### config.mk
export PLATFORM = sky130hd
export DESIGN_NAME = audio_module_command_framer_unit
export DESIGN_NICKNAME = d
export VERILOG_FILES = /design/src/rtl/core/acmf_pkg.sv /design/src/rtl/core/acmf_decode.sv /design/src/rtl/core/acmf_serializer.sv /design/src/rtl/core/audio_module_command_framer_unit.sv
export SDC_FILE = /design/constraint.sdc
export NUM_CORES = 1
export LEC_CHECK = 0
export ABC_AREA = 1
export BUFFER_PORTS_ARGS = -buffer_cell sky130_fd_sc_hd__clkbuf_2
export CAP_MARGIN = 20
export CORE_ASPECT_RATIO = 0.75
export CORE_MARGIN = 3
export CORE_UTILIZATION = 50
export CTS_BUF_LIST = sky130_fd_sc_hd__clkbuf_16
export DETAILED_ROUTE_END_ITERATION = 10
export PLACE_DENSITY = 0.69
export SETUP_SLACK_MARGIN = 0.2
export SKIP_LAST_GASP = 1
export SLEW_MARGIN = 15
export SYNTH_ARGS = -nofsm -noshare
export SYNTH_HDL_FRONTEND = slang
export SYNTH_SLANG_ARGS = --single-unit
### constraint.sdc
create_clock -name i_clk -period 10.25 [get_ports i_clk]
set_input_delay 0.5125 -clock i_clk [delete_from_list [all_inputs] [get_ports i_clk]]
set_output_delay 0.5125 -clock i_clk [all_outputs]
set_load 0.01 [all_outputs]
### src/rtl/core/acmf_pkg.sv
`timescale 1ns / 1ps
// Package for the audio module command framer: payload structs, frame
// constants, request and register codes, and the volume clamp helper.
// No dependencies.
package acmf_pkg;

    // Frame sizes
    localparam int MAX_BYTES = 11;
    localparam int CNT_W     = 4;

    // Frame bytes
    localparam logic [7:0] FRAME_HEAD = 8'hAA;
    localparam logic [7:0] CMD_VOLUME = 8'h13;
    localparam logic [7:0] CMD_PLAY   = 8'h07;
    localparam logic [7:0] CMD_STOP   = 8'h04;
    localparam logic [7:0] LEN_VOLUME = 8'h01;
    localparam logic [7:0] LEN_PLAY   = 8'h02;
    localparam logic [7:0] LEN_STOP   = 8'h00;

    // Frame lengths in bytes
    localparam logic [CNT_W-1:0] VOL_BYTES  = 4'd5;
    localparam logic [CNT_W-1:0] PLAY_BYTES = 4'd6;
    localparam logic [CNT_W-1:0] STOP_BYTES = 4'd4;

    // Limits and offsets
    localparam logic [7:0]  VOL_MAX     = 8'd30;
    localparam logic [7:0]  VOL_NONE    = 8'd255;
    localparam logic [15:0] ENG_OFFSET  = 16'd40;
    localparam logic [15:0] ENG_LIMIT   = 16'd80;
    localparam logic [15:0] ALERT_LO    = 16'd1;
    localparam logic [15:0] ALERT_HI    = 16'd4;
    localparam logic [15:0] KEEP_LO     = 16'd34;
    localparam logic [15:0] KEEP_HI     = 16'd36;
    localparam logic [15:0] NAV_HI      = 16'd99;

    // Request codes
    localparam logic [1:0] FUNC_PLAY       = 2'd0;
    localparam logic [1:0] FUNC_PLAY_FORCE = 2'd1;
    localparam logic [1:0] FUNC_SET_VOLUME = 2'd2;
    localparam logic [1:0] FUNC_STOP       = 2'd3;

    // Register indexes
    localparam logic [1:0] CFG_ENGLISH   = 2'd0;
    localparam logic [1:0] CFG_NAV_EN    = 2'd1;
    localparam logic [1:0] CFG_ALERT_VOL = 2'd2;
    localparam logic [1:0] CFG_NAV_VOL   = 2'd3;

    // Register reset values
    localparam logic       RST_ENGLISH   = 1'b0;
    localparam logic       RST_NAV_EN    = 1'b1;
    localparam logic [7:0] RST_ALERT_VOL = 8'd30;
    localparam logic [7:0] RST_NAV_VOL   = 8'd15;

    typedef struct packed {
        logic [1:0]  func;
        logic [15:0] track;
        logic [7:0]  volume;
    } t_in;

    typedef struct packed {
        logic [7:0] tx_byte;
        logic       last;
    } t_out;

    typedef struct packed {
        logic       english_mode;
        logic       nav_sound_enabled;
        logic [7:0] alert_volume;
        logic [7:0] nav_volume;
    } t_cfg;

    // Bytes of one request, byte 0 goes out first
    typedef struct packed {
        logic [MAX_BYTES-1:0][7:0] bytes;
        logic [CNT_W-1:0]          count;
    } t_frame;

    function automatic logic [7:0] clamp_vol(input logic [7:0] vol);
        return (vol > VOL_MAX) ? VOL_MAX : vol;
    endfunction

endpackage

### src/rtl/core/acmf_decode.sv
`timescale 1ns / 1ps
// Request decoder: turns one registered request into the bytes of its frames.
// Depends on acmf_pkg.
module acmf_decode (
    input  acmf_pkg::t_in    i_req,
    input  acmf_pkg::t_cfg   i_cfg,
    input  logic [7:0]       i_sent_volume,
    output acmf_pkg::t_frame o_frame,
    output logic             o_vol_update,
    output logic [7:0]       o_vol_value
);

    logic        alert_track;
    logic        is_always;
    logic        dropped;
    logic [7:0]  want_vol;
    logic [7:0]  clamped;
    logic        vol_frame;
    logic [15:0] actual;
    logic [7:0]  vol_sum;
    logic [7:0]  play_sum;
    logic [4:0][7:0] vol_bytes;
    logic [5:0][7:0] play_bytes;
    logic [3:0][7:0] stop_bytes;

    // Track classification
    assign alert_track = (i_req.track >= acmf_pkg::ALERT_LO) &&
                         (i_req.track <= acmf_pkg::ALERT_HI);
    assign is_always = alert_track ||
                       ((i_req.track >= acmf_pkg::KEEP_LO) &&
                        (i_req.track <= acmf_pkg::KEEP_HI)) ||
                       ((i_req.track >= acmf_pkg::ENG_LIMIT) &&
                        (i_req.track <= acmf_pkg::NAV_HI));

    // Volume wanted by this request and whether a volume frame goes first
    always_comb begin
        want_vol = i_req.volume;
        if (i_req.func == acmf_pkg::FUNC_PLAY) begin
            want_vol = alert_track ? i_cfg.alert_volume : i_cfg.nav_volume;
        end
    end

    assign clamped = acmf_pkg::clamp_vol(want_vol);
    assign dropped = (i_req.func == acmf_pkg::FUNC_PLAY) && !is_always &&
                     !i_cfg.nav_sound_enabled;

    always_comb begin
        case (i_req.func)
            acmf_pkg::FUNC_SET_VOLUME: vol_frame = (clamped != i_sent_volume);
            acmf_pkg::FUNC_STOP:       vol_frame = 1'b0;
            default: vol_frame = !dropped && (want_vol != i_sent_volume) &&
                                 (clamped != i_sent_volume);
        endcase
    end

    // English offset on low tracks
    assign actual = (i_cfg.english_mode && (i_req.track < acmf_pkg::ENG_LIMIT)) ?
                    i_req.track + acmf_pkg::ENG_OFFSET : i_req.track;

    // Checksums: sum of all earlier frame bytes, modulo 256
    assign vol_sum  = acmf_pkg::FRAME_HEAD + acmf_pkg::CMD_VOLUME +
                      acmf_pkg::LEN_VOLUME + clamped;
    assign play_sum = acmf_pkg::FRAME_HEAD + acmf_pkg::CMD_PLAY +
                      acmf_pkg::LEN_PLAY + actual[15:8] + actual[7:0];

    // Frame byte lists, first byte in the lowest slot
    assign vol_bytes  = {vol_sum, clamped, acmf_pkg::LEN_VOLUME,
                         acmf_pkg::CMD_VOLUME, acmf_pkg::FRAME_HEAD};
    assign play_bytes = {play_sum, actual[7:0], actual[15:8], acmf_pkg::LEN_PLAY,
                         acmf_pkg::CMD_PLAY, acmf_pkg::FRAME_HEAD};
    assign stop_bytes = {acmf_pkg::FRAME_HEAD + acmf_pkg::CMD_STOP + acmf_pkg::LEN_STOP,
                         acmf_pkg::LEN_STOP, acmf_pkg::CMD_STOP, acmf_pkg::FRAME_HEAD};

    // Assemble the bytes of the whole request
    always_comb begin
        o_frame = '0;
        case (i_req.func)
            acmf_pkg::FUNC_SET_VOLUME: begin
                if (vol_frame) begin
                    o_frame.bytes[4:0] = vol_bytes;
                    o_frame.count      = acmf_pkg::VOL_BYTES;
                end
            end
            acmf_pkg::FUNC_STOP: begin
                o_frame.bytes[3:0] = stop_bytes;
                o_frame.count      = acmf_pkg::STOP_BYTES;
            end
            default: begin
                if (!dropped) begin
                    if (vol_frame) begin
                        o_frame.bytes[4:0]  = vol_bytes;
                        o_frame.bytes[10:5] = play_bytes;
                        o_frame.count       = acmf_pkg::VOL_BYTES + acmf_pkg::PLAY_BYTES;
                    end else begin
                        o_frame.bytes[5:0] = play_bytes;
                        o_frame.count      = acmf_pkg::PLAY_BYTES;
                    end
                end
            end
        endcase
    end

    assign o_vol_update = vol_frame;
    assign o_vol_value  = clamped;

endmodule

### src/rtl/core/acmf_serializer.sv
`timescale 1ns / 1ps
// Byte serializer: holds the bytes of one request in a shift register and
// sends them one beat at a time. Depends on acmf_pkg.
module acmf_serializer (
    input  logic             i_clk,
    input  logic             i_rst_n,
    input  logic             i_load,
    input  acmf_pkg::t_frame i_frame,
    output logic             o_free,
    output logic             o_out_valid,
    input  logic             i_out_stall,
    output acmf_pkg::t_out   o_out_data
);

    logic [acmf_pkg::MAX_BYTES-1:0][7:0] r_buf;
    logic [acmf_pkg::MAX_BYTES-1:0][7:0] n_buf;
    logic [acmf_pkg::CNT_W-1:0]          r_cnt;
    logic [acmf_pkg::CNT_W-1:0]          n_cnt;
    logic                                beat;

    assign o_out_valid = (r_cnt != '0);
    assign beat        = o_out_valid && !i_out_stall;
    // Free when empty or when the final byte leaves this cycle
    assign o_free      = (r_cnt == '0) || ((r_cnt == acmf_pkg::CNT_W'(1)) && beat);

    // Load a new request or shift out one byte per beat
    always_comb begin
        n_buf = r_buf;
        n_cnt = r_cnt;
        if (i_load) begin
            n_buf = i_frame.bytes;
            n_cnt = i_frame.count;
        end else if (beat) begin
            n_buf = r_buf >> 8;
            n_cnt = r_cnt - acmf_pkg::CNT_W'(1);
        end
    end

    always_ff @(posedge i_clk) begin
        if (!i_rst_n) begin
            r_cnt <= '0;
        end else begin
            r_cnt <= n_cnt;
        end
        r_buf <= n_buf;
    end

    assign o_out_data.tx_byte = r_buf[0];
    assign o_out_data.last    = (r_cnt == acmf_pkg::CNT_W'(1));

endmodule

### src/rtl/core/audio_module_command_framer_unit.sv
`timescale 1ns / 1ps
// Top level of the audio module command framer: request register, config
// registers, volume cache, decoder and serializer. Depends on acmf_pkg,
// acmf_decode and acmf_serializer.
//
// Usage:
//   Request channel (i_in_valid / o_in_stall / i_in_data) takes one request
//   per beat: play, play at forced volume, set volume or stop.
//   Result channel (o_out_valid / i_out_stall / o_out_data) gives the frame
//   bytes one per beat, with last set on the final byte of a request.
//   Config channel (i_cfg_valid / o_cfg_ready) writes the four registers;
//   it is always ready and is meant to be used only while the block is idle.
// The request is registered, then loaded into the serializer, which drives its first byte.
// Throughput: one output byte per cycle while the receiver does not stall;
// a request has 0, 4, 5, 6 or 11 bytes and occupies the serializer until
// its last byte leaves, and the next request can be loaded as that byte leaves.
// A request that emits nothing leaves the request register without waiting for the serializer.
// While the receiver stalls, the current byte holds, the serializer stays
// full, and once the request register also holds a request with bytes, o_in_stall rises.
// Reset clears both valid paths, restores register defaults and marks the
// volume cache as "none sent".
module audio_module_command_framer_unit (
    input  logic            i_clk,
    input  logic            i_rst_n,
    input  logic            i_in_valid,
    output logic            o_in_stall,
    input  acmf_pkg::t_in   i_in_data,
    output logic            o_out_valid,
    input  logic            i_out_stall,
    output acmf_pkg::t_out  o_out_data,
    input  logic            i_cfg_valid,
    output logic            o_cfg_ready,
    input  logic [1:0]      i_cfg_index,
    input  logic [7:0]      i_cfg_data
);

    logic             r_in_valid;
    logic             n_in_valid;
    acmf_pkg::t_in    r_in;
    acmf_pkg::t_cfg   r_cfg;
    logic [7:0]       r_sent_volume;
    logic [7:0]       n_sent_volume;
    acmf_pkg::t_frame frame;
    logic             vol_update;
    logic [7:0]       vol_value;
    logic             ser_free;
    logic             consume;
    logic             load;
    logic             in_accept;

    // Request register handshake
    assign consume    = r_in_valid && ((frame.count == '0) || ser_free);
    assign load       = consume && (frame.count != '0);
    assign o_in_stall = r_in_valid && !consume;
    assign in_accept  = i_in_valid && !o_in_stall;

    always_comb begin
        n_in_valid = r_in_valid;
        if (in_accept) begin
            n_in_valid = 1'b1;
        end else if (consume) begin
            n_in_valid = 1'b0;
        end
    end

    // Volume cache follows each decoded request in order
    assign n_sent_volume = (consume && vol_update) ? vol_value : r_sent_volume;

    always_ff @(posedge i_clk) begin
        if (!i_rst_n) begin
            r_in_valid    <= 1'b0;
            r_sent_volume <= acmf_pkg::VOL_NONE;
        end else begin
            r_in_valid    <= n_in_valid;
            r_sent_volume <= n_sent_volume;
        end
        if (in_accept) begin
            r_in <= i_in_data;
        end
    end

    // Configuration registers
    assign o_cfg_ready = 1'b1;

    always_ff @(posedge i_clk) begin
        if (!i_rst_n) begin
            r_cfg.english_mode      <= acmf_pkg::RST_ENGLISH;
            r_cfg.nav_sound_enabled <= acmf_pkg::RST_NAV_EN;
            r_cfg.alert_volume      <= acmf_pkg::RST_ALERT_VOL;
            r_cfg.nav_volume        <= acmf_pkg::RST_NAV_VOL;
        end else if (i_cfg_valid && o_cfg_ready) begin
            unique case (i_cfg_index)
                acmf_pkg::CFG_ENGLISH:   r_cfg.english_mode      <= i_cfg_data[0];
                acmf_pkg::CFG_NAV_EN:    r_cfg.nav_sound_enabled <= i_cfg_data[0];
                acmf_pkg::CFG_ALERT_VOL: r_cfg.alert_volume      <= i_cfg_data;
                acmf_pkg::CFG_NAV_VOL:   r_cfg.nav_volume        <= i_cfg_data;
                default: ;
            endcase
        end
    end

    acmf_decode u_decode (
        .i_req         (r_in),
        .i_cfg         (r_cfg),
        .i_sent_volume (r_sent_volume),
        .o_frame       (frame),
        .o_vol_update  (vol_update),
        .o_vol_value   (vol_value)
    );

    acmf_serializer u_serializer (
        .i_clk       (i_clk),
        .i_rst_n     (i_rst_n),
        .i_load      (load),
        .i_frame     (frame),
        .o_free      (ser_free),
        .o_out_valid (o_out_valid),
        .i_out_stall (i_out_stall),
        .o_out_data  (o_out_data)
    );

    // Cached volume is always a clamped value or the "none sent" mark
    a_sent_volume_range: assert property (@(posedge i_clk) disable iff (!i_rst_n)
        (r_sent_volume <= acmf_pkg::VOL_MAX) || (r_sent_volume == acmf_pkg::VOL_NONE))
        else $error("volume cache out of range");

    // A byte that is not last is always followed by more bytes
    a_frame_continues: assert property (@(posedge i_clk) disable iff (!i_rst_n)
        (o_out_valid && !i_out_stall && !o_out_data.last) |=> o_out_valid)
        else $error("request bytes cut short");

    // Input is only held off while the request register is occupied
    a_stall_reason: assert property (@(posedge i_clk) disable iff (!i_rst_n)
        o_in_stall |-> r_in_valid)
        else $error("stall without a pending request");

    // The serializer is only loaded when it is free
    a_load_free: assert property (@(posedge i_clk) disable iff (!i_rst_n)
        load |-> ser_free)
        else $error("serializer overwritten");

endmodule

After elaboration in Yosys (flattened, before gate mapping)
Cells that the tools add are included.
Storage, ports and cells
  RAM bits: 0
  flip-flop bits (word level): 145
  memories kept: 0
  memory bits (read-only): 0
  bits in latches: 0
  word-level logic and storage cells: 98
Cells by class
  divide/modulo/power cells: 0
  muxes and demuxes: 18
  bitwise logic cells: 0
  magnitude comparators: 8
  $mul: 0
  equality and inequality tests: 8
  reductions and logical operators: 38
  add/sub/neg operators: 5
  shift operators: 0
Operators by type and width (count)
  two-way mux 88 bit: 2
  two-way mux 92 bit: 1
  one-hot mux 36 bit (2 select lines): 1
  two-way mux 52 bit: 1
  two-way mux 48 bit: 1
  two-way mux 44 bit: 1
  two-way mux 40 bit: 1
  two-way mux 8 bit: 3
  adder 16 x 6 -> 16 bit (second input constant): 1
  adder 8 bit (first input constant): 2
  greater-or-equal comparator 16 x 1 -> 1 bit (second input constant): 1
  greater-or-equal comparator 16 x 6 -> 1 bit (second input constant): 1
  greater-or-equal comparator 16 x 7 -> 1 bit (second input constant): 1
  less-or-equal comparator 16 x 3 -> 1 bit (second input constant): 1
  less-or-equal comparator 16 x 6 -> 1 bit (second input constant): 1
  less-or-equal comparator 16 x 7 -> 1 bit (second input constant): 1
  < comparator 16 x 7 -> 1 bit (second input constant): 1
  two-way mux 16 bit: 1
  inequality test 8 bit: 2
  one-hot mux 8 bit (2 select lines): 1
  logical AND 1 bit: 15
  adder 8 bit: 1
  == test 2 bit (second input constant): 4
  greater-than comparator 8 x 5 -> 1 bit (second input constant): 1
  other kinds (14): 31

Longest topological paths before layout
  depth after elaboration: 22
  depth in mapped cells: 26

Cells and area by module
A second synthesis with hierarchy kept.
Unflattened totals
  cells, all modules: 959
  area, all modules: 8022.7 um^2
Modules (own cells, without submodules)
  acmf_serializer: instances 1, area each 4067.7 um^2, cells each 421, sequential area each 2722.6 um^2
  acmf_decode: instances 1, area each 2120.8 um^2, cells each 379, sequential area each 0.0 um^2
  audio_module_command_framer_unit: instances 1, area each 1834.3 um^2, cells each 159, sequential area each 1321.3 um^2

Worst setup path before layout
OpenSTA, ideal clock, no wires.
  path kind: register -> register
  from: register r_in[12] in the netlist's numbering
  to: register u_serializer.r_buf (netlist bit u_serializer.o_out_data[1]) (enable)
  path buffers: 0
  clock period less this slack: 4490 ps
  arrival: 3633 ps
  slack: 5760 ps
  cell stages (with the launch flop): 19
  library setup time: 857 ps
  cell sequence: edfxtp_1 > nor2_2 > nand2_1 > nor2_2 > nand3_4 > nand3_1 > nand3_1 > nand2_1 > nand2_2 > nor2_8 > nand3_2 > nand2_1 > nand2_1 > nor2_1 > nand2_2 > nand2_2 > nand3_2 > nand3_4 > nand2_1
Between the ends
  word-level cells in the longest chain between the ends: 19
  elaborated cells between the ends (all ways): 34
  those cells by class: 7 x order compare; 2 x eq/ne; 8 x mux; 17 x reduce/logical
Ends and longest elaborated chain
  from (decl): line audio_module_command_framer_unit.sv:39  | acmf_pkg::t_in r_in;
  from (signal assigned): line audio_module_command_framer_unit.sv:78  | r_in <= i_in_data;
  branches (longest 13 deep; another with greater-or-equal comparator 16 x 1 -> 1 bit)
  one-hot mux 36 bit (2 select lines) *: line acmf_decode.sv:77  | case (i_req.func)
  zero test 4 bit: line audio_module_command_framer_unit.sv:52  | assign consume = r_in_valid && ((frame.count == '0) || ser_free);
  logical OR 1 bit: line audio_module_command_framer_unit.sv:52
  logical AND 1 bit: line audio_module_command_framer_unit.sv:52
  logical AND 1 bit *: line audio_module_command_framer_unit.sv:53  | assign load = consume && (frame.count != '0);
  nonzero test 2 bit (no line) *
  to (signal assigned): line acmf_serializer.sv:45  | r_buf <= n_buf;
  to (decl): line acmf_serializer.sv:15  | logic [acmf_pkg::MAX_BYTES-1:0][7:0] r_buf;
Every way passes the cells marked *.
A chain may end at the register's enable or synchronous reset.

==> run_results.csv <==
group,metric,value,unit
yosys,synth-seq-area-share,56.4,%
pwr,max-vdd-ir-drop,0.164,mV
setup_path,crit_path_start,"r_in[25]",
drt,num_vias,5335,
yosys,syn-num-nets,840,
layout,finish.net_count,880,
setup_path,cp.required,10.51,ns
timing,finalMaxSlewViolations,0,
place,post-place-ws,5.41,ns
timing,finalCritPeriodShare,47.3,%
floorplanning,core_area,13900,um2
yosys,synth_area,7180,um2
timing,hold_viol,0,
yosys,ys_types,45,
hold_path,hp-start,"i_in_data[1]",
yosys,synth_edf_count,114,
setup_path,crit_chain,"nor2_1, or2_2, nand2_1, nor2_1, nand2_2, nand3_1, nand2_1, nand2_1, nor2_1, nand2_2, nand2_2, nand3_2, nand3_4, inv_2, nand2_2, o21ai_0",
floorplanning,row_count,37,
yosys,ys_top_cells_by_area,"edfxtp_1 (48%), nand2_1 (11%), dfxtp_1 (8.6%), inv_1 (5.1%), nor2_1 (3.7%)",
floorplanning,initial_utilization,51.7,%
pwr,p_leak,3.75,nW
drt,drtIter0Drc,651,
yosys,netlist.area_leader.share,47.7,%
place,port_buffers,51,
yosys,synth_cells,780,
global_route,overflow,0,
timing,max_freq,0.206,GHz
drt,drt-total-wl,15600,um
yosys,ys_ff_latch,145,
clocking,cts_setup_buffers,0,
clocking,post_cts_resized,0,
global_route,grt_max_degree,90,
clocking,holdBufCountCts,0,
place,gp_congestion,0.933,
clocking,cts_buffer_depth,2,
status,run_status,"finished clean",
timing,min_period,4.85,ns
drt,drc,0,
yosys,synthTopCellsByCount,"nand2_1 (211), edfxtp_1 (114), inv_1 (98), nor2_1 (70), nand3_1 (52)",
drt,first_pass_iters,6,
layout,drive_above_1_share,14.8,%
timing,finalClockSkew,0.00951,ns
timing,setup_tns,0,ns
drt,wl_per_cell,15.5,um
global_route,grt_pass1_vias,4971,
job,max-cap-violations,0,
clocking,worst_skew_pair.late_latency,0.43,ns
clocking,cts.clk_slew.worst_paths,0.06,ns
yosys,ys.flop_type,"edfxtp_1",
yosys,yosysWarnings,0,
global_route,antenna_found_initial,0,
global_route,grt_pass1_wl,25200,um
clocking,numCtsBuffers,17,
setup_path,slowest_delay,0.73,ns
setup_path,cp_slowest_cell,"nor2_1",
setup_path,critical_path_class,"reg -> reg",
yosys,yosys.area.top_type,"edfxtp_1",
floorplanning,die_y,110,um
clocking,cts_tree,"done",
clocking,clock-sinks,145,
timing,fin_ws,5.40,ns
place,hpwl,11100,um
setup_path,end_kind,"flop",
floorplanning,die_x,144,um
setup_path,cp_max_fo,89,
timing,worst_slew_pin_slew,0.980,ns
drt,viasPerCell,5.29,
floorplanning,num_io_pins,53,
yosys,postSynthAreaPerCell,9.20,um2
global_route,grt_use_total,21.1,%
drt,ant_nets,0,
yosys,async_flop_share,0,%
timing,finalSetupViolCount,0,
clocking,ctsRootBufferMaster,"clkbuf_16",
hold_path,hp-class,"in -> reg",
setup_path,crit_top_cell,"nand2_2",
yosys,synth.most_common_cell,"nand2_1",
layout,antenna_cells,0,
floorplanning,die_area,15800,um2
timing,slew_headroom,34.6,%
clocking,cts-htree-levels,4,
setup_path,r2r_start,"r_in[25]",
pwr,p_per_area,288,nW/um2
setup_path,arrival,5.11,ns
setup_path,crit_path_start_kind,"flop",
layout,syn2layout_area_growth,12.6,%
timing,rsz0062_at_grt,"false",
[kinds of logic (layout without fill, tap and decap cells)]
group / Yosys count / after routing / share of synthesized area (%)
fa+ha+maj: 19 / 19 / 3.42
compound gates: 87 / 87 / 7.10
other cells: 1 / 1 / 0.0523
flops: 145 / 145 / 56.4
simple gates: 374 / 374 / 22.7
xor+xnor: 16 / 16 / 1.95
buf+inv: 138 / 191 / 8.46
[metal layers]
metal / GRT usage (%) / vias to the layer above / part of all wire [%]
met2: 29.7 / 245 / 42
met1: 30.8 / 2450 / 48
met3: 6.61 / 25 / 8.5
met4: 7.32 / 0 / 1.6
met5: 0 / - / 0
li1: - / 2615 / -
[worst paths after layout]
check,end,slack [ns],depth (start not counted)
min,r_in[1],0.25,1
max reg2reg,u_serializer.r_buf[64],5.40,16
max,u_serializer.r_buf[64],5.40,16
min reg2reg,r_cfg[9],0.47,2
[cell type report]
class / instances / area (um2)
fill: 1205 / 5810
sequential: 145 / 4040
timing repair buffer: 52 / 283
inverter: 107 / 402
clock inverter: 15 / 164
multi-input combinational: 497 / 2540
clock buffer: 17 / 425
tap: 175 / 219
[stage by stage]
step | power, mW | std cells | hold slack, ns | area, um2 | util, %
after floorplan | 1.55 | 780 | 0.429 | 7180 | -
after global placement | 1.68 | 975 | 0.452 | 7450 | 53.7
after detailed placement | 1.70 | 975 | 0.450 | 7450 | 53.7
after CTS | 2.33 | 1007 | 0.237 | 8040 | 57.9
after global routing | 2.48 | 1008 | 0.230 | 8080 | 58.2
final | 2.32 | 1008 | 0.250 | 8080 | 58.2
[registers in the layout, summed over array words and instances, names as in the netlist]
name and cells:
u_serializer.r_buf 80, r_in 26, r_cfg 18, u_serializer.r_cnt 4, r_in_valid 1, r_sent_volume 8, u_serializer.o_out_data 8
[where the power goes]
group          internal [mW]  switching [mW]
clock                  0.381           0.243
sequential             0.973          0.0753
combinational          0.205           0.446
[worst max-delay path, delay by kind of cell (launching register included)]
family / cells / cell delay [ns]
buffers and inverters: 1 / 0.67
AO/OA/AOI/OAI: 1 / 0.29
flip-flops: 1 / 0.47
AND/OR/NAND/NOR: 14 / 3.18
[cells in the final DEF, fill, tap and decap left out, drive strengths merged, types with 3 or more instances in the layout]
cell type    n
nand2      221
edfxtp     114
inv        111
nor2        76
clkbuf      68
o21ai       59
nand3       56
dfxtp       31
ha          18
a21oi       16
xor2        10
or2          9
clkinv       8
xnor2        6
nand4        4
nor3         4
a31oi        3
bufinv       3
Power figures use the tool's default switching activity.
